## config.mk

```make
export PLATFORM = sky130hd
export DESIGN_NAME = cppf_isqrt
export DESIGN_NICKNAME = d
export VERILOG_FILES = /design/src/color_point_pair_feature_defines.svh /design/src/cppf_pkg.sv /design/src/cppf_isqrt.sv
export SDC_FILE = /design/constraint.sdc
export NUM_CORES = 2
export LEC_CHECK = 0
export ABC_AREA = 1
export BUFFER_PORTS_ARGS = -buffer_cell sky130_fd_sc_hd__buf_2
export CAP_MARGIN = 30
export CORE_MARGIN = 2
export CORE_UTILIZATION = 61
export DETAILED_ROUTE_END_ITERATION = 10
export PLACE_DENSITY = 0.77
export SLEW_MARGIN = 0
export SYNTH_ARGS = -nofsm -noshare
export SYNTH_HDL_FRONTEND = slang
export SYNTH_SLANG_ARGS = --single-unit
export TNS_END_PERCENT = 100
```

## constraint.sdc

```tcl
create_clock -name clk -period 2.6 [get_ports clk]
set_input_delay 0.65 -clock clk [delete_from_list [all_inputs] [get_ports clk]]
set_output_delay 0.65 -clock clk [all_outputs]
set_load 0.05 [all_outputs]
```

## src/color_point_pair_feature_defines.svh

```systemverilog
`ifndef COLOR_POINT_PAIR_FEATURE_DEFINES_SVH
`define COLOR_POINT_PAIR_FEATURE_DEFINES_SVH

// same-cycle implication, checked while out of reset
`define CPPF_ASSERT_SAME(label, ante, cons, msg) \
    label: assert property (@(posedge clk) disable iff (!rst_n) (ante) |-> (cons)) \
        else $error(msg);

// next-cycle implication, checked while out of reset
`define CPPF_ASSERT_NEXT(label, ante, cons, msg) \
    label: assert property (@(posedge clk) disable iff (!rst_n) (ante) |=> (cons)) \
        else $error(msg);

`endif

```

## src/cppf_pkg.sv

```systemverilog
`timescale 1ns / 1ps
`default_nettype none

package cppf_pkg;

    localparam int POS_W       = 20;
    localparam int DL_W        = POS_W + 1;
    localparam int NRM_W       = 16;
    localparam int COL_W       = 8;
    localparam int COLOR_W     = 3 * COL_W;
    localparam int NORMAL_W    = 3 * NRM_W;
    localparam int SQ_W        = 2 * DL_W - 1;
    localparam int S_W         = SQ_W + 1;
    localparam int PROD_W      = NRM_W + DL_W;
    localparam int DOT_W       = PROD_W + 2;
    localparam int MAG_W       = DOT_W - 1;
    localparam int HALF_W      = MAG_W / 2;
    localparam int M_W         = 2 * MAG_W + 4;
    localparam int P_W         = M_W + 2;
    localparam int QS_W        = 61;
    localparam int PNN_W       = 2 * NRM_W;
    localparam int DOTN_W      = PNN_W + 2;
    localparam int COS_W       = 16;
    localparam int COS_ONE     = 16384;
    localparam int COS_FRAC    = 14;
    localparam int DIST_W      = 21;
    localparam int HUE_W       = 16;
    localparam int SV_W        = 17;

    localparam int COS_STEPS   = 15;
    localparam int DIV_STEPS   = SV_W;
    localparam int ISQRT_STEPS = 21;
    localparam int COS_LAT     = COS_STEPS + 4;
    localparam int HSV_LAT     = DIV_STEPS + 3;
    localparam int FRONT_LAT   = 3;
    localparam int ALIGN       = FRONT_LAT + ISQRT_STEPS;

    localparam int PT_W        = 3 * POS_W + NORMAL_W + COLOR_W;
    localparam int IN_W        = 2 * PT_W;
    localparam int OUT_FIELD_W = 3 * COS_W + DIST_W + 2 * (HUE_W + 2 * SV_W);
    localparam int OUT_W       = ((OUT_FIELD_W + 7) / 8) * 8;

    typedef struct packed {
        logic [HUE_W-1:0] hue;
        logic [SV_W-1:0]  sat;
        logic [SV_W-1:0]  val;
    } hsv_t;

endpackage

`default_nettype wire

```

## src/cppf_isqrt.sv

```systemverilog
`timescale 1ns / 1ps
`default_nettype none

module cppf_isqrt (
    input  wire logic                         clk,
    input  wire logic                         en,
    input  wire logic [cppf_pkg::S_W-1:0]     rad,
    output logic      [cppf_pkg::DIST_W-1:0]  root
);

    localparam int STEPS = cppf_pkg::ISQRT_STEPS;
    localparam int RW    = cppf_pkg::S_W + 1;

    logic [RW-1:0] rem_reg  [0:STEPS-1];
    logic [RW-1:0] root_reg [0:STEPS-1];

    // one result bit per stage
    for (genvar j = 0; j < STEPS; j++)
    begin : g_step
        localparam int K = STEPS - 1 - j;
        localparam logic [RW-1:0] BIT = RW'(1) << (2 * K);

        logic [RW-1:0] rem_in;
        logic [RW-1:0] root_in;
        logic [RW-1:0] trial;
        logic [RW-1:0] rem_next;
        logic [RW-1:0] root_next;

        if (j == 0)
        begin : g_first
            assign rem_in  = RW'(rad);
            assign root_in = '0;
        end
        else
        begin : g_rest
            assign rem_in  = rem_reg[j-1];
            assign root_in = root_reg[j-1];
        end

        always_comb
        begin
            trial = root_in + BIT;
            if (rem_in >= trial)
            begin
                rem_next  = rem_in - trial;
                root_next = (root_in >> 1) + BIT;
            end
            else
            begin
                rem_next  = rem_in;
                root_next = root_in >> 1;
            end
        end

        always_ff @(posedge clk)
        begin
            if (en)
            begin
                rem_reg[j]  <= rem_next;
                root_reg[j] <= root_next;
            end
        end
    end

    assign root = root_reg[STEPS-1][cppf_pkg::DIST_W-1:0];

endmodule

`default_nettype wire

```

==> impl_metrics.ini <==
[outcome]
outcome = completed

[synth]
ys_seq_area_frac = 0.5493
synthTopCellsByCount = nand2_1 (1,908), edfxtp_1 (1,091), inv_1 (978)
yosysMostFrequentCell = nand2_1
synth_edf_count = 1091
yosys_warnings = 0
avgSynthCellArea_um2 = 9.026
netlist_top_cells_area = edfxtp_1 (55%), nand2_1 (12%), inv_1 (6.2%)
ys.flop_type = edfxtp_1
ys_seq_elements = 1091
synth_top_area_cell = edfxtp_1
synth_cells = 6608
syn-num-nets = 6900
ys_async_sr_fraction = 0
syn_area_um2 = 59640
netlist-cell-type-count = 54
synth_top_area_share = 0.5493

[global_routing]
grt_use_total = 0.3226
grt_overflow = 0
grt_max_degree = 88
grt_pass1_wl_um = 245200
antenna_found_initial = 0
grt_pass1_vias = 43770

[clocking]
cts_made_buffers = 109
clock_latency_ps = 750
root_buffer = clkbuf_16
cts_hold_buf = 0
htree_levels = 3
cts_sinks = 1091
clkTransAtPathRegs_ps = 60
cts_tree = yes
clockBufferDepth = 3

[timing]
fin_setup_tns_ps = 0
slew_headroom = 0.5366
whs_ps = 77.20
fmax_ghz = 0.3957
finalCriticalPeriod_ps = 2527
hold_viol = 0
rsz0062_at_grt = yes
drv_slew = 0
setup_violations = 0
fin_skew_ps = 65.97
fin_crit_sh = 0.9719
worstMarginPinSlew_ps = 694.4
fin_ws_ps = 73.11

[final_layout]
fin_nets = 7234
final_util = 0.6921
nFillCells = 7541
multiInputGateArea_um2 = 22910
seq_area_um2 = 32760
largest_reg_flops = 860
area_delta_synth_final_pct = 12.38
drive_above_1_share = 0.08403
diodes = 0

[routing]
post-route-drc-count = 0
first_iter_violations = 4775
route.antenna.remaining_nets = 0
wl_per_cell_um = 19.67
drt_pass1_iterations = 7
vias_per_cell = 5.595
routed_wl_um = 163400
via_count = 46490

[power_and_ir_drop]
peakVddDrop_uv = 700.5
power_w = 0.05185
powerDensity_nw_per_um2 = 773.6
p_leak_nw = 29.02

[run]
maxCapViolations = 0

[floorplanning]
chipHeight_um = 316.7
initial_core_util = 0.6158
dieWidth_um = 316.7
rows = 114
die_area_um2 = 100300
ioPinCount = 65
core_area_um2 = 96850

[placed_design]
dp_slack_ps = -80.92
dp_hpwl_um = 129500
gp_routability_congestion = 1.018
io_buffers = 64

[critical_path]
critPathArrivalTime_ps = 2990
crit_type = flop to flop
startpoint_type = flop
end_kind = flop
crit_fanout = 30
required_ps = 3060

[min_path]
holdCritPathClass = primary input to flop
through the flow:
stage	instance area, µm²	std cells
final	67030	8309
after global routing	67030	8309
after CTS	66790	8299
after detailed placement	63070	8096
after global placement	63070	8096
after floorplan	59640	6608
path summary, 6_finish.rpt:
check	startpoint	endpoint	slack [ps]	depth (start not counted)
worst min-delay path	rad[10]	rem_reg[0][10]	80	1
worst min register to register	rem_reg[2][24]	rem_reg[2][67]	400	0
worst max register to register	root_reg[2][61]	rem_reg[9][29]	70	14
worst max-delay path	root_reg[2][61]	rem_reg[9][29]	70	14
cells in the final DEF (no fill, tap or decap), types with 21 or more instances in the layout:
cell type	instances
nand3b_1	34
buf_12	31
nor4_1	79
clkbuf_16	109
edfxtp_1	1091
inv_2	21
nand4_1	121
nor2_1	652
nor3_1	95
buf_2	63
inv_1	978
a21oi_2	23
xor2_1	127
buf_4	180
nand2_2	25
nand2_1	1899
ha_1	236
o21bai_1	22
a21oi_1	290
o21ai_1	80
nand3_1	369
clkinv_1	22
o21ai_0	140
xnor2_1	113
area by class of cell:
cell class | instances | area share
flip-flops and latches | 1091 | 0.4888
multi-input cells | 4465 | 0.3419
inverters | 1000 | 0.05604
clock buffers | 127 | 0.04170
repair buffers | 275 | 0.03435
well taps | 1276 | 0.02382
clock inverters | 75 | 0.01342
per-layer routing:
metal  vias up  share of wire  global-route usage
met1     21620           0.39              0.4041
met4         0          0.052              0.1531
met2      1835           0.49              0.5589
met5         -              0                   0
met3       403          0.064             0.03937
li1      22630              -                   -
worst max-delay path: stages (launching register included):
cell and delay, ps:
edfxtp_1 420, inv_1 80, ha_1 360, a21oi_1 280, nand2_1 110, inv_1 70, nand2_1 70, nand2_1 60
nand2_1 80, nor2_2 180, nand2_4 90, inv_2 90, buf_12 190, a21oi_1 60, buf_4 130
cells by family after synthesis:
group,synth area share
AOI/OAI and AO/OA,0.05796
xor gates and xnor gates,0.03524
adders and majority gates,0.05203
buffers and inverters,0.06942
DFF,0.5493
other,0.00006288
and+or+nand+nor,0.2360
report_power, final:
| part | switching (W) | internal, W |
|---|---|---|
| clock | 0.00693 | 0.00909 |
| sequential | 0.00175 | 0.0220 |
| combinational | 0.00793 | 0.00412 |
repair_timing:
action,in CTS,in global routing
gates resized for setup,6,48
pin swaps,0,2
setup buffers,1,10
setup endpoints to repair,14,178
(Power assumes the default switching activity.)
