## config.mk

```make
export PLATFORM = sky130hd
export DESIGN_NAME = cppf_delay
export DESIGN_NICKNAME = d
export VERILOG_FILES = /design/src/color_point_pair_feature_defines.svh /design/src/cppf_delay.sv
export SDC_FILE = /design/constraint.sdc
export NUM_CORES = 1
export LEC_CHECK = 0
export BUFFER_PORTS_ARGS = -buffer_cell sky130_fd_sc_hd__buf_2
export CORE_AREA = 3 3 40 42
export DETAILED_ROUTE_END_ITERATION = 6
export DIE_AREA = 0 0 43 45
export HOLD_SLACK_MARGIN = 0.08
export PLACE_DENSITY_LB_ADDON = 0.1
export SLEW_MARGIN = 20
export SYNTH_ARGS = -nofsm -noshare
export SYNTH_HDL_FRONTEND = slang
export SYNTH_SLANG_ARGS = --single-unit
```

## constraint.sdc

```tcl
create_clock -name clk -period 0.85 [get_ports clk]
set_input_delay 0.17 -clock clk [delete_from_list [all_inputs] [get_ports clk]]
set_output_delay 0.17 -clock clk [all_outputs]
set_load 0.005 [all_outputs]
```

## src/color_point_pair_feature_defines.svh

```systemverilog
`ifndef COLOR_POINT_PAIR_FEATURE_DEFINES_SVH
`define COLOR_POINT_PAIR_FEATURE_DEFINES_SVH

// same-cycle implication, checked while out of reset
`define CPPF_ASSERT_SAME(label, ante, cons, msg) \
    label: assert property (@(posedge clk) disable iff (!rst_n) (ante) |-> (cons)) \
        else $error(msg);

// next-cycle implication, checked while out of reset
`define CPPF_ASSERT_NEXT(label, ante, cons, msg) \
    label: assert property (@(posedge clk) disable iff (!rst_n) (ante) |=> (cons)) \
        else $error(msg);

`endif

```

## src/cppf_delay.sv

```systemverilog
`timescale 1ns / 1ps
`default_nettype none

module cppf_delay #(
    parameter int WIDTH = 8,
    parameter int DEPTH = 2
) (
    input  wire logic             clk,
    input  wire logic             en,
    input  wire logic [WIDTH-1:0] data_in,
    output logic      [WIDTH-1:0] data_out
);

    logic [WIDTH-1:0] tap_reg [0:DEPTH-1];

    always_ff @(posedge clk)
    begin
        if (en)
        begin
            tap_reg[0] <= data_in;
            for (int i = 1; i < DEPTH; i++)
            begin
                tap_reg[i] <= tap_reg[i-1];
            end
        end
    end

    assign data_out = tap_reg[DEPTH-1];

endmodule

`default_nettype wire

```

==> flow_summary.toml, run 1 <==
[logic_synthesis]
synth_nets = 34
synthTopCellsByArea = "edfxtp_1, buf_4"
yosysMostFrequentCell = "edfxtp_1"
synth_top_area_cell = "edfxtp_1"
yosysSeqAreaShare_pct = 88.9
synth_ff_type = "edfxtp_1"
yosysUniqueCellTypes = 2
netlist.area_leader.share_pct = 88.9
yosysWarnings = 0
synthArstFlopShare_pct = 0
synth_edf_count = 16
synth-seq-cells = 16
yosys-top-cells-count = "edfxtp_1, buf_4"
mappedNetlistArea_um2 = 541
syn_inst = 24
syn_avg_cell_area_um2 = 22.5

[job]
cap_violations = 0

[worst_setup_path]
r2r_slack_ns = 0.23
end_kind = "output port"
start_kind = "flip-flop"
max_stage_delay_ns = 0.37
cp_max_fo = 1
path_class = "flip-flop to output port"
reg2reg_depth = 0
path_cells = "buf_2"
path_buf_inv = 1
worstPathArrival_ns = 0.77
path_delay_family = "flip-flops"
critPathSlowestCell = "edfxtp_1"
crit_required_ns = 0.68
regToRegStartpoint = "tap_reg[0][7]$_DFFE_PP_"
regToRegEndpoint = "tap_reg[0][15]$_DFFE_PP_"

[place]
gp_congestion = 0.609
dpl_cell_area_um2 = 584
portBuffers = 17

[run_status]
status = "finished, violations left"
violations = "setup timing"

[timing]
hold_viol = 0
rsz0062_at_grt = "true"
worst_slack_ns = -0.0902
finalMaxSlewViolations = 0
setup_tns_ns = -0.656
finClkSkew_ns = 0.000502
tightest_slew_ns = 0.330
fin_crit_ns = 0.940
fmax_ghz = 1.06
finalCritPeriodShare_pct = 111
setup_viol = 8
relSlewSlack_pct = 78.0
whs_ns = 0.314

[routing]
wl_per_cell_um = 10.8
wl_um = 646
antenna_left = 0
first_pass_iters = 1
dr.first_iter.drc_count = 0
avgViaCountPerCell = 4.22
route.detailed.drc = 0
detailroute.via_count = 253

[pwr]
p_per_area_nw_per_um2 = 2040
vdd_drop_max_mv = 1.11
power.total_mw = 1.41
p_leak_nw = 0.272

[worst_hold_path]
hp-class = "input pin to flip-flop"
hold_depth = 1
hp-start = "en"
holdPathEnd = "tap_reg[0][3]$_DFFE_PP_"

[grt]
grt_pass1_wl_mm = 1.13
grt_pass1_vias = 277
grt_max_degree = 17
overflow = 0
antenna_found_initial = 0
track_usage_pct = 8.24

[floorplan]
initial_utilization_pct = 42.1
dieArea_um2 = 1940
fp.coreArea_um2 = 1280
rows = 13
dieHeight_um = 45
pin_count = 18
fp.dieW_um = 43

[final_layout]
final_area_um2 = 691
multi_input_comb_cells = 0
nets = 56
multiInputGateArea_um2 = 0
antennaDiodeCount = 0
area_growth_pct = 27.8
largest_reg_flops = 16
drive_gt1_share_pct = 44.4

[clock_network]
cts_max_level = 1
clock_sinks = 16
clk_pin_slew_ns = 0.08
clock_path_buffers = 2
cts_tree = "built"
cts_buffers = 3
post-cts-setup-buffer-count = 0
clockRootBuffer = "clkbuf_4"
clk_latency_ns = 0.27
## where the power goes
group          switching, mW  internal, mW
clock                  0.202         0.170
combinational         0.0346        0.0538
sequential            0.0119         0.934
## placed cells by master, fill, tap and decap left out
| master | instances |
|---|---|
| clkbuf_4 | 3 |
| dlygate4sd3_1 | 8 |
| edfxtp_1 | 16 |
| buf_2 | 17 |
| clkinv_1 | 1 |
## per-layer routing
metal,GRT usage [%],share of wire (%)
met2,13.8,52
met1,7.92,33
met3,4.38,16
met5,0,0
met4,5.42,0
## area by class of cell
cell class / instances / area [um2]
fill: 96 / 594
sequential: 16 / 480
timing repair buffer: 25 / 165
clock buffer: 3 / 22.5
tap: 15 / 18.8
clock inverter: 1 / 3.75
## logic make-up after synthesis
logic type | share of synthesized area [%]
DFF | 88.9
buffers and inverters | 11.1
## stage by stage
| step | worst slack (ns) | utilization [%] | instances |
|---|---|---|---|
| after CTS | -0.113 | 53.7 | 60 |
| final | -0.0902 | 53.7 | 60 |
| after global placement | 0.0689 | 45.5 | 48 |
| after floorplan | 0.213 | - | 24 |
| after global routing | -0.149 | 53.7 | 60 |
| after detailed placement | 0.0380 | 45.5 | 48 |
## how the worst max path moves through the flow
stage                             start                       end  slack [ns]  cells after the start
6_report       tap_reg[0][11]$_DFFE_PP_               data_out[3]       -0.09                      1
4_1_cts        tap_reg[0][11]$_DFFE_PP_               data_out[3]       -0.11                      1
2_1_floorplan   tap_reg[0][8]$_DFFE_PP_               data_out[0]        0.21                      1
5_1_grt         tap_reg[0][9]$_DFFE_PP_               data_out[1]       -0.15                      1
3_3_place_gp                         en  tap_reg[0][10]$_DFFE_PP_        0.07                      1
3_5_place_dp                         en  tap_reg[0][15]$_DFFE_PP_        0.04                      1
## repair_timing
action / in CTS / in global routing
setup endpoints to repair: 8 / 8
hold buffers: 8 / 0
endpoints found under the hold margin: 8 / 0
gates resized for setup: 0 / 0
(Power assumes the default switching activity.)
==> run 2, diff against run 1 <==
--- a/config.mk
+++ b/config.mk
@@ -11,6 +11,7 @@
 export DIE_AREA = 0 0 43 45
 export HOLD_SLACK_MARGIN = 0.08
 export PLACE_DENSITY_LB_ADDON = 0.1
+export REMOVE_ABC_BUFFERS = 1
 export SLEW_MARGIN = 20
 export SYNTH_ARGS = -nofsm -noshare
 export SYNTH_HDL_FRONTEND = slang
==> run 2 against run 1 <==
The run still ends with setup timing left; critical path depth is the same; worst setup slack lost 0.016 ns; global-route usage grew 0.36 points; fmax shrank 1.6%; clock skew is essentially flat; largest power group unchanged; clock power shrank 4%; final area shrank 0.54%; sequential cell count is the same; largest cell class unchanged; critical endpoint is now data_out[7]; die area is the same; first-iteration DRC count grew 2; register-to-register slack lost 0.02 ns; via count shrank 5.9%.
==> flow_summary.toml, run 2 (synthesis gave the netlist of run 1 again) <==
[routing]
dr.first_iter.drc_count = 2
wl_per_cell_um = 11.5
avgViaCountPerCell = 4.03
first_pass_iters = 2
detailroute.via_count = 238
route.detailed.drc = 0
antenna_left = 0
wl_um = 676

[clock_network]
clock_sinks = 16
clock_path_buffers = 2
cts_buffers = 3
clk_latency_ns = 0.27
post-cts-setup-buffer-count = 0
clk_pin_slew_ns = 0.08
cts_max_level = 1
cts_tree = "built"
clockRootBuffer = "clkbuf_4"
cts.repair.resized = 0

[pwr]
p_leak_nw = 0.271
p_per_area_nw_per_um2 = 2030
vdd_drop_max_mv = 0.887

[timing]
tightest_slew_ns = 0.337
rsz0062_at_grt = "true"
worst_slack_ns = -0.106
finClkSkew_ns = 0.000633
setup_viol = 8
finalMaxSlewViolations = 0
finalCritPeriodShare_pct = 112
setup_tns_ns = -0.661
fin_crit_ns = 0.956
relSlewSlack_pct = 77.5
hold_viol = 0
fmax_ghz = 1.05

[floorplan]
pin_count = 18
rows = 13
fp.dieW_um = 43
dieArea_um2 = 1940
fp.coreArea_um2 = 1280
dieHeight_um = 45
initial_utilization_pct = 42.1

[worst_setup_path]
critPathSlowestCell = "edfxtp_1"
regToRegEndpoint = "tap_reg[0][15]$_DFFE_PP_"
path_class = "flip-flop to output port"
start_kind = "flip-flop"
max_stage_delay_ns = 0.38
end_kind = "output port"
crit_required_ns = 0.68
r2r_slack_ns = 0.21
path_buf_inv = 1
path_delay_family = "flip-flops"
cp_max_fo = 1
path_cells = "buf_2"
worstPathArrival_ns = 0.79
reg2reg_depth = 0
regToRegStartpoint = "tap_reg[0][7]$_DFFE_PP_"

[final_layout]
final_common_cell = "buf_2"
area_growth_pct = 27.1
antennaDiodeCount = 0
nFillCells = 103
nets = 56
multiInputGateArea_um2 = 0
drive_gt1_share_pct = 45.5
final_cell_mix = "buf_2, edfxtp_1, dlygate4sd3_1"
multi_input_comb_cells = 0
postLayoutCoreUtil_pct = 53.5
largest_reg_flops = 16

[run_status]
violations = "setup timing"
status = "finished, violations left"

[grt]
grt_pass1_vias = 290
overflow = 0
antenna_found_initial = 0
track_usage_pct = 8.60
grt_pass1_wl_mm = 1.14
grt_max_degree = 17

[job]
cap_violations = 0

[worst_hold_path]
hp-start = "en"
hold_depth = 1
holdPathEnd = "tap_reg[0][2]$_DFFE_PP_"
hp-class = "input pin to flip-flop"

[place]
portBuffers = 17
gp_congestion = 0.558
==> run 2: worst max path at each step <==
stage	from	endpoint	slack (ns)	depth (start not counted)
final	tap_reg[0][15]$_DFFE_PP_	data_out[7]	-0.11	1
after global routing	tap_reg[0][15]$_DFFE_PP_	data_out[7]	-0.14	1
after CTS	tap_reg[0][15]$_DFFE_PP_	data_out[7]	-0.13	1
after detailed placement	en	tap_reg[0][13]$_DFFE_PP_	0.02	1
after global placement	en	tap_reg[0][8]$_DFFE_PP_	0.05	1
after floorplan	tap_reg[0][2]$_DFFE_PP_	tap_reg[0][10]$_DFFE_PP_	0.26	0
==> run 2: cell type report <==
type | count | area, um2 | area share, %
tap | 15 | 18.8 | 2.73
clock buffer | 3 | 22.5 | 3.28
timing repair buffer | 25 | 165 | 24.0
sequential | 16 | 480 | 69.9
==> run 2: timing repair <==
item	4_1_cts	5_1_grt
setup endpoints to repair	8	8
hold buffers	8	0
endpoints found under the hold margin	8	0
==> run 2: stage by stage <==
step                      setup WS [ns]  cell area [um2]  power [mW]  hold WS (ns)  cells
after detailed placement         0.0234              584        1.03         0.348     48
after global routing             -0.142              687        1.46         0.327     59
final                            -0.106              687        1.39         0.318     59
after floorplan                   0.261              480       0.967         0.269     16
after CTS                        -0.131              687        1.43         0.312     59
after global placement           0.0536              584        1.02         0.347     48
==> run 2: routing by layer <==
metal,wire [um],track usage (%),vias to the layer above
met5,0,0,-
met3,56,2.79,0
met2,380,15.6,11
met4,0,7.23,0
li1,-,-,121
met1,239,7.69,106
==> run 2: power by group <==
group | switching [mW] | internal [mW]
sequential | 0.0137 | 0.934
clock | 0.194 | 0.164
combinational | 0.0333 | 0.0537
