[config.mk]
export PLATFORM = sky130hd
export DESIGN_NAME = cppf_hsv
export DESIGN_NICKNAME = d
export VERILOG_FILES = /design/src/color_point_pair_feature_defines.svh /design/src/cppf_pkg.sv /design/src/cppf_delay.sv /design/src/cppf_div.sv /design/src/cppf_hsv.sv
export SDC_FILE = /design/constraint.sdc
export NUM_CORES = 2
export LEC_CHECK = 0
export BUFFER_PORTS_ARGS = -buffer_cell sky130_fd_sc_hd__buf_2
export CAP_MARGIN = 20
export CORE_MARGIN = 3
export CORE_UTILIZATION = 33
export DETAILED_ROUTE_END_ITERATION = 8
export PLACE_DENSITY_LB_ADDON = 0.3
export SLEW_MARGIN = 20
export SYNTH_ARGS = -nofsm -noshare
export SYNTH_HDL_FRONTEND = slang
export SYNTH_SLANG_ARGS = --single-unit
[constraint.sdc]
create_clock -name clk -period 6 [get_ports clk]
set_input_delay 0.6 -clock clk [delete_from_list [all_inputs] [get_ports clk]]
set_output_delay 0.6 -clock clk [all_outputs]
set_load 0.005 [all_outputs]
[src/color_point_pair_feature_defines.svh]
`ifndef COLOR_POINT_PAIR_FEATURE_DEFINES_SVH
`define COLOR_POINT_PAIR_FEATURE_DEFINES_SVH

// same-cycle implication, checked while out of reset
`define CPPF_ASSERT_SAME(label, ante, cons, msg) \
    label: assert property (@(posedge clk) disable iff (!rst_n) (ante) |-> (cons)) \
        else $error(msg);

// next-cycle implication, checked while out of reset
`define CPPF_ASSERT_NEXT(label, ante, cons, msg) \
    label: assert property (@(posedge clk) disable iff (!rst_n) (ante) |=> (cons)) \
        else $error(msg);

`endif

[src/cppf_pkg.sv]
`timescale 1ns / 1ps
`default_nettype none

package cppf_pkg;

    localparam int POS_W       = 20;
    localparam int DL_W        = POS_W + 1;
    localparam int NRM_W       = 16;
    localparam int COL_W       = 8;
    localparam int COLOR_W     = 3 * COL_W;
    localparam int NORMAL_W    = 3 * NRM_W;
    localparam int SQ_W        = 2 * DL_W - 1;
    localparam int S_W         = SQ_W + 1;
    localparam int PROD_W      = NRM_W + DL_W;
    localparam int DOT_W       = PROD_W + 2;
    localparam int MAG_W       = DOT_W - 1;
    localparam int HALF_W      = MAG_W / 2;
    localparam int M_W         = 2 * MAG_W + 4;
    localparam int P_W         = M_W + 2;
    localparam int QS_W        = 61;
    localparam int PNN_W       = 2 * NRM_W;
    localparam int DOTN_W      = PNN_W + 2;
    localparam int COS_W       = 16;
    localparam int COS_ONE     = 16384;
    localparam int COS_FRAC    = 14;
    localparam int DIST_W      = 21;
    localparam int HUE_W       = 16;
    localparam int SV_W        = 17;

    localparam int COS_STEPS   = 15;
    localparam int DIV_STEPS   = SV_W;
    localparam int ISQRT_STEPS = 21;
    localparam int COS_LAT     = COS_STEPS + 4;
    localparam int HSV_LAT     = DIV_STEPS + 3;
    localparam int FRONT_LAT   = 3;
    localparam int ALIGN       = FRONT_LAT + ISQRT_STEPS;

    localparam int PT_W        = 3 * POS_W + NORMAL_W + COLOR_W;
    localparam int IN_W        = 2 * PT_W;
    localparam int OUT_FIELD_W = 3 * COS_W + DIST_W + 2 * (HUE_W + 2 * SV_W);
    localparam int OUT_W       = ((OUT_FIELD_W + 7) / 8) * 8;

    typedef struct packed {
        logic [HUE_W-1:0] hue;
        logic [SV_W-1:0]  sat;
        logic [SV_W-1:0]  val;
    } hsv_t;

endpackage

`default_nettype wire

[src/cppf_delay.sv]
`timescale 1ns / 1ps
`default_nettype none

module cppf_delay #(
    parameter int WIDTH = 8,
    parameter int DEPTH = 2
) (
    input  wire logic             clk,
    input  wire logic             en,
    input  wire logic [WIDTH-1:0] data_in,
    output logic      [WIDTH-1:0] data_out
);

    logic [WIDTH-1:0] tap_reg [0:DEPTH-1];

    always_ff @(posedge clk)
    begin
        if (en)
        begin
            tap_reg[0] <= data_in;
            for (int i = 1; i < DEPTH; i++)
            begin
                tap_reg[i] <= tap_reg[i-1];
            end
        end
    end

    assign data_out = tap_reg[DEPTH-1];

endmodule

`default_nettype wire

[src/cppf_div.sv]
`timescale 1ns / 1ps
`default_nettype none

module cppf_div #(
    parameter int NUM_W = 25,
    parameter int DEN_W = 9,
    parameter int QUO_W = 17
) (
    input  wire logic             clk,
    input  wire logic             en,
    input  wire logic [NUM_W-1:0] num,
    input  wire logic [DEN_W-1:0] den,
    output logic      [QUO_W-1:0] quo
);

    localparam int RW = DEN_W + QUO_W;

    logic [RW-1:0]    rem_reg [0:QUO_W-1];
    logic [QUO_W-1:0] quo_reg [0:QUO_W-1];
    logic [DEN_W-1:0] den_reg [0:QUO_W-1];

    // restoring division, one quotient bit per stage
    for (genvar j = 0; j < QUO_W; j++)
    begin : g_step
        localparam int K = QUO_W - 1 - j;

        logic [RW-1:0]    rem_in;
        logic [QUO_W-1:0] quo_in;
        logic [DEN_W-1:0] den_in;
        logic [RW-1:0]    sub;
        logic [RW-1:0]    rem_next;
        logic [QUO_W-1:0] quo_next;

        if (j == 0)
        begin : g_first
            assign rem_in = RW'(num);
            assign quo_in = '0;
            assign den_in = den;
        end
        else
        begin : g_rest
            assign rem_in = rem_reg[j-1];
            assign quo_in = quo_reg[j-1];
            assign den_in = den_reg[j-1];
        end

        always_comb
        begin
            sub = RW'(den_in) << K;
            if (rem_in >= sub)
            begin
                rem_next = rem_in - sub;
                quo_next = quo_in | (QUO_W'(1) << K);
            end
            else
            begin
                rem_next = rem_in;
                quo_next = quo_in;
            end
        end

        always_ff @(posedge clk)
        begin
            if (en)
            begin
                rem_reg[j] <= rem_next;
                quo_reg[j] <= quo_next;
                den_reg[j] <= den_in;
            end
        end
    end

    assign quo = quo_reg[QUO_W-1];

endmodule

`default_nettype wire

[src/cppf_hsv.sv]
`timescale 1ns / 1ps
`default_nettype none

module cppf_hsv (
    input  wire logic                            clk,
    input  wire logic                            en,
    input  wire logic [cppf_pkg::COLOR_W-1:0]    color,
    output cppf_pkg::hsv_t                       res
);

    localparam int COL_W     = cppf_pkg::COL_W;
    localparam int SV_W      = cppf_pkg::SV_W;
    localparam int HUE_W     = cppf_pkg::HUE_W;
    localparam int QUO_W     = cppf_pkg::DIV_STEPS;
    localparam int N_W       = 12;
    localparam int HNUM_W    = N_W - 1 + QUO_W;
    localparam int HDEN_W    = N_W;
    localparam int SNUM_W    = COL_W + QUO_W;
    localparam int SDEN_W    = COL_W + 1;
    localparam int FLAG_W    = 2 + SV_W;

    // channel max and min
    logic [COL_W-1:0] r_reg, g_reg, b_reg, mx_reg, d_reg;
    logic             rmax_reg, gmax_reg;
    logic [COL_W-1:0] r_in, g_in, b_in, mx_in, mn_in;
    logic             rmax_in, gmax_in;

    always_comb
    begin
        r_in    = color[3*COL_W-1:2*COL_W];
        g_in    = color[2*COL_W-1:COL_W];
        b_in    = color[COL_W-1:0];
        rmax_in = (r_in >= g_in) && (r_in >= b_in);
        gmax_in = !rmax_in && (g_in >= b_in);
        mx_in   = rmax_in ? r_in : (gmax_in ? g_in : b_in);
        mn_in   = r_in;
        if (g_in < mn_in)
        begin
            mn_in = g_in;
        end
        if (b_in < mn_in)
        begin
            mn_in = b_in;
        end
    end

    always_ff @(posedge clk)
    begin
        if (en)
        begin
            r_reg    <= r_in;
            g_reg    <= g_in;
            b_reg    <= b_in;
            mx_reg   <= mx_in;
            d_reg    <= mx_in - mn_in;
            rmax_reg <= rmax_in;
            gmax_reg <= gmax_in;
        end
    end

    // divider operands
    logic [HNUM_W-1:0] hnum_reg;
    logic [HDEN_W-1:0] hden_reg;
    logic [SNUM_W-1:0] snum_reg;
    logic [SDEN_W-1:0] sden_reg;
    logic [FLAG_W-1:0] flag_reg;
    logic [N_W-1:0]    d12, r12, g12, b12, n_w, six_d;

    always_comb
    begin
        d12   = N_W'(d_reg);
        r12   = N_W'(r_reg);
        g12   = N_W'(g_reg);
        b12   = N_W'(b_reg);
        six_d = (d12 << 2) + (d12 << 1);
        if (rmax_reg)
        begin
            n_w = g12 - b12;
            if (g_reg < b_reg)
            begin
                n_w = n_w + six_d;
            end
        end
        else if (gmax_reg)
        begin
            n_w = (d12 << 1) + b12 - r12;
        end
        else
        begin
            n_w = (d12 << 2) + r12 - g12;
        end
    end

    always_ff @(posedge clk)
    begin
        if (en)
        begin
            hnum_reg <= {n_w[N_W-2:0], {QUO_W{1'b0}}} + HNUM_W'(six_d);
            hden_reg <= (d12 << 3) + (d12 << 2);
            snum_reg <= {d_reg, {QUO_W{1'b0}}} | SNUM_W'(mx_reg);
            sden_reg <= {mx_reg, 1'b0};
            // flags: value, no chroma, black
            flag_reg <= {{1'b0, mx_reg, mx_reg} + SV_W'(mx_reg[COL_W-1]),
                         d_reg == '0, mx_reg == '0};
        end
    end

    logic [QUO_W-1:0]  hquo, squo;
    logic [FLAG_W-1:0] flag_dly;

    cppf_div #(
        .NUM_W (HNUM_W),
        .DEN_W (HDEN_W),
        .QUO_W (QUO_W)
    ) u_hue_div (
        .clk (clk),
        .en  (en),
        .num (hnum_reg),
        .den (hden_reg),
        .quo (hquo)
    );

    cppf_div #(
        .NUM_W (SNUM_W),
        .DEN_W (SDEN_W),
        .QUO_W (QUO_W)
    ) u_sat_div (
        .clk (clk),
        .en  (en),
        .num (snum_reg),
        .den (sden_reg),
        .quo (squo)
    );

    cppf_delay #(
        .WIDTH (FLAG_W),
        .DEPTH (QUO_W)
    ) u_flag_dly (
        .clk      (clk),
        .en       (en),
        .data_in  (flag_reg),
        .data_out (flag_dly)
    );

    // special colors and hue clamp
    cppf_pkg::hsv_t res_reg;
    cppf_pkg::hsv_t res_next;

    always_comb
    begin
        res_next.val = flag_dly[FLAG_W-1:2];
        if (flag_dly[1] || flag_dly[0])
        begin
            res_next.hue = '0;
        end
        else if (hquo[QUO_W-1])
        begin
            res_next.hue = '1;
        end
        else
        begin
            res_next.hue = hquo[HUE_W-1:0];
        end
        res_next.sat = flag_dly[0] ? '0 : squo;
    end

    always_ff @(posedge clk)
    begin
        if (en)
        begin
            res_reg <= res_next;
        end
    end

    assign res = res_reg;

endmodule

`default_nettype wire
==> run_results.csv <==
group,metric,value,unit
timing,drv_slew,0,
synthesis,postSynthAreaPerCell,13.38,µm²
synthesis,async_flop_share,0,%
placed_design,dp_hpwl,93.10,mm
worst_setup_path,crit_type,"input pin to register",
global_routing,antenna_found_initial,1,
routing,viasPerCell,4.652,
clock_tree,clock_path_buffers,3,
final_layout,nets,6254,
synthesis,synth_commonest_cells,"1606 x edfxtp_1, 542 x inv_1, 396 x ha_1",
power,switchingPower,10.70,mW
placed_design,place_ws,419.5,ps
floorplan,start_util,33.28,%
timing,timing.final.crit_period,5162,ps
power,power_frac_comb,25.7,%
final_layout,largest_reg_flops,371,
clock_tree,path_clk_slew,60,ps
power,p_total,35.73,mW
global_routing,grt_pass1_wl,213.2,mm
worst_setup_path,path_max_fanout,15,
worst_setup_path,startpoint_type,"input pin",
global_routing,grt_max_degree,177,
synthesis,synth_xor_area_share,5.075,%
power,leakage,31.15,nW
synthesis,yosysWarnings,0,
worst_setup_path,cp.arrival,5730,ps
timing,fmax,0.1937,GHz
synthesis,synth_compound_area_share,7.559,%
power,irDropWorstVdd,0.0002666,V
synthesis,ys.flop_type,"edfxtp_1",
placed_design,placed_cells,8562,
routing,first_pass_iters,5,
routing,route.detailed.drc,0,
synthesis,ys_ff_latch,1606,
timing,setup_viol,0,
clock_tree,clkLatencyLatePin,810,ps
timing,timing.final.crit_share,86.03,%
floorplan,ioPinCount,76,
routing,drt_wl_total,130.9,mm
synthesis,synth_top_area_share,64.99,%
timing,tightest_slew,947.1,ps
final_layout,area_delta_synth_final,13.49,%
synthesis,syn-num-nets,6020,
clock_tree,cts_inserted_buffers,175,
timing,tns,0,ps
routing,routed-via-count,41420,
synthesis,synth-simple-area-share,10.22,%
placed_design,portBuffers,75,
timing,setup_slack,838.2,ps
global_routing,grt_overflow,0,
synthesis,synth_top_cell_by_area,"edfxtp_1",
power,clockPowerShare,28.8,%
placed_design,place.gp.congestion,0.8810,
routing,ant_nets,0,
final_layout,layoutNonFillerInstCount,8905,
global_routing,grtUsageTotal,11.25,%
final_layout,fin_util,37.77,%
worst_hold_path,min_path_type,"input pin to register",
run,drv_cap,0,
routing,wl_per_cell,14.70,µm
final_layout,drive_gt1_share,7.254,%
status,run_status,"finished, final reports clean",
clock_tree,clkSinkCount,1606,
synthesis,yosysUniqueCellTypes,76,
power,intPower,25.03,mW
global_routing,grt_pass1_vias,42930,
power,swShare,29.95,%
timing,slew_headroom,35.23,%
power,seqPwrFrac,45.5,%
floorplan,dieArea,230600,µm²
synthesis,synth_top_family_by_area,"simple AND/OR/NAND/NOR gates",
clock_tree,cts_tree,"built",
floorplan,core-area,223000,µm²
clock_tree,postCtsResizedCells,0,
synthesis,synth_adder_area_share,8.053,%
synthesis,yosysMostFrequentCell,"edfxtp_1",
clock_tree,cts-root-buf,"clkbuf_16",
routing,drtIter0Drc,2076,
synthesis,synth.area.top_cells,"edfxtp_1 65%, ha_1 6.7%, inv_1 2.7%",
clock_tree,htree_levels,4,
worst_setup_path,critPathCaptureType,"register",
floorplan,fp.dieH,480.2,µm
synthesis,synth-edff-count,1606,
synthesis,synth-seq-area-share,64.99,%
timing,rsz0062_at_grt,"no",
synthesis,synth_mux_area_share,0.9324,%
synthesis,netlist_instances,5547,
floorplan,rows,173,
clock_tree,post_cts_buffers,0,
timing,fin_skew,37.84,ps
timing,hold_viol_final,0,
worst_setup_path,cp.required,6560,ps
synthesis,syn-cell-area,74200,µm²
floorplan,fp.dieW,480.2,µm
final_layout,fillerInstances,20950,
power,powerDensity,424.2,nW/µm²
cell families after synthesis:
| logic type | after synthesis |
|---|---|
| flops | 1606 |
| mux | 65 |
| compound gates | 910 |
| fa+ha+maj | 447 |
| buf+inv | 617 |
| xor+xnor | 430 |
| simple gates | 1472 |
through the flow:
step                      hold WS [ps]  area [µm²]
after floorplan                  400.3       74200
after detailed placement         404.5       78460
final                            83.40       84220
after global placement           400.4       78460
after global routing             22.54       84220
after CTS                       0.1426       84200
layout make-up:
cell class              instances  area (µm²)  area share (%)
flip-flops and latches       1606       48230           57.26
multi-input cells            3324       23680           28.12
clock buffers                 213        4543           5.395
well taps                    2975        3722           4.420
inverters                     544        2042           2.425
clock inverters               111        1026           1.218
repair buffers                130       970.9           1.153
diodes                          2       5.005        0.005943
power groups by stage:
| stage | combinational, mW | sequential, mW | clock (mW) |
|---|---|---|---|
| 6_report | 9.18 | 16.2 | 10.3 |
| 5_1_grt | 10.4 | 16.4 | 11.2 |
| 3_5_place_dp | 9.16 | 16.5 | 0 |
| 3_3_place_gp | 8.89 | 16.4 | 0 |
| 2_1_floorplan | 7.16 | 16.0 | 0 |
| 4_1_cts | 9.22 | 16.2 | 10.7 |
routing by layer:
metal / part of all wire [%] / global-route usage [%]
met4: 4.6 / 5.838
met2: 53 / 21.23
met3: 3.3 / 2.092
met1: 39 / 11.78
met5: 0 / 0
critical path, cell delays in order:
cell and delay, ps:
dlygate4sd3_1 530, buf_2 160, ha_1 310, nor2b_1 130, o211ai_1 180, a21oi_1 130, a2111oi_2 360, buf_4 270
nor2_1 60, a21oi_1 210, ha_1 290, a21o_1 160, a21o_1 160, a21oi_1 200, o21a_1 150, a31oi_1 40
buf_4 190, o21ai_0 210, ha_1 270, a21oi_1 160, o21ai_0 130, and2_1 180, o21ai_0 220, a21oi_1 130
xor2_1 170, xnor2_1 130
layout by cell type, fill, tap and decap left out, drive strengths merged, types with 111 or more instances in the layout:
cell    instances
ha            396
xor2          206
nand2         368
buf           113
clkbuf        213
edfxtp       1606
xnor2         224
a21oi         226
nor2b         111
nor2          332
nor3          134
o21ai         300
inv           554
what timing repair did:
item	4_1_cts	5_1_grt
endpoints found under the setup margin	0	0
endpoints found under the hold margin	17	0
hold buffers	17	0
final timing paths:
kind / startpoint / end / slack, ps / cells after the start
setup reg to reg: g_reg[0]$_DFFE_PP_ / hnum_reg[27]$_DFFE_PP_ / 1730 / 15
setup / recovery: color[9] / d_reg[7]$_DFFE_PP_ / 840 / 26
hold reg to reg: u_flag_dly.tap_reg[0][128]$_DFFE_PP_ / u_flag_dly.tap_reg[0][147]$_DFFE_PP_ / 390 / 0
hold / removal: color[0] / b_reg[0]$_DFFE_PP_ / 80 / 1
Note: power is estimated with default switching activity, not from simulation.
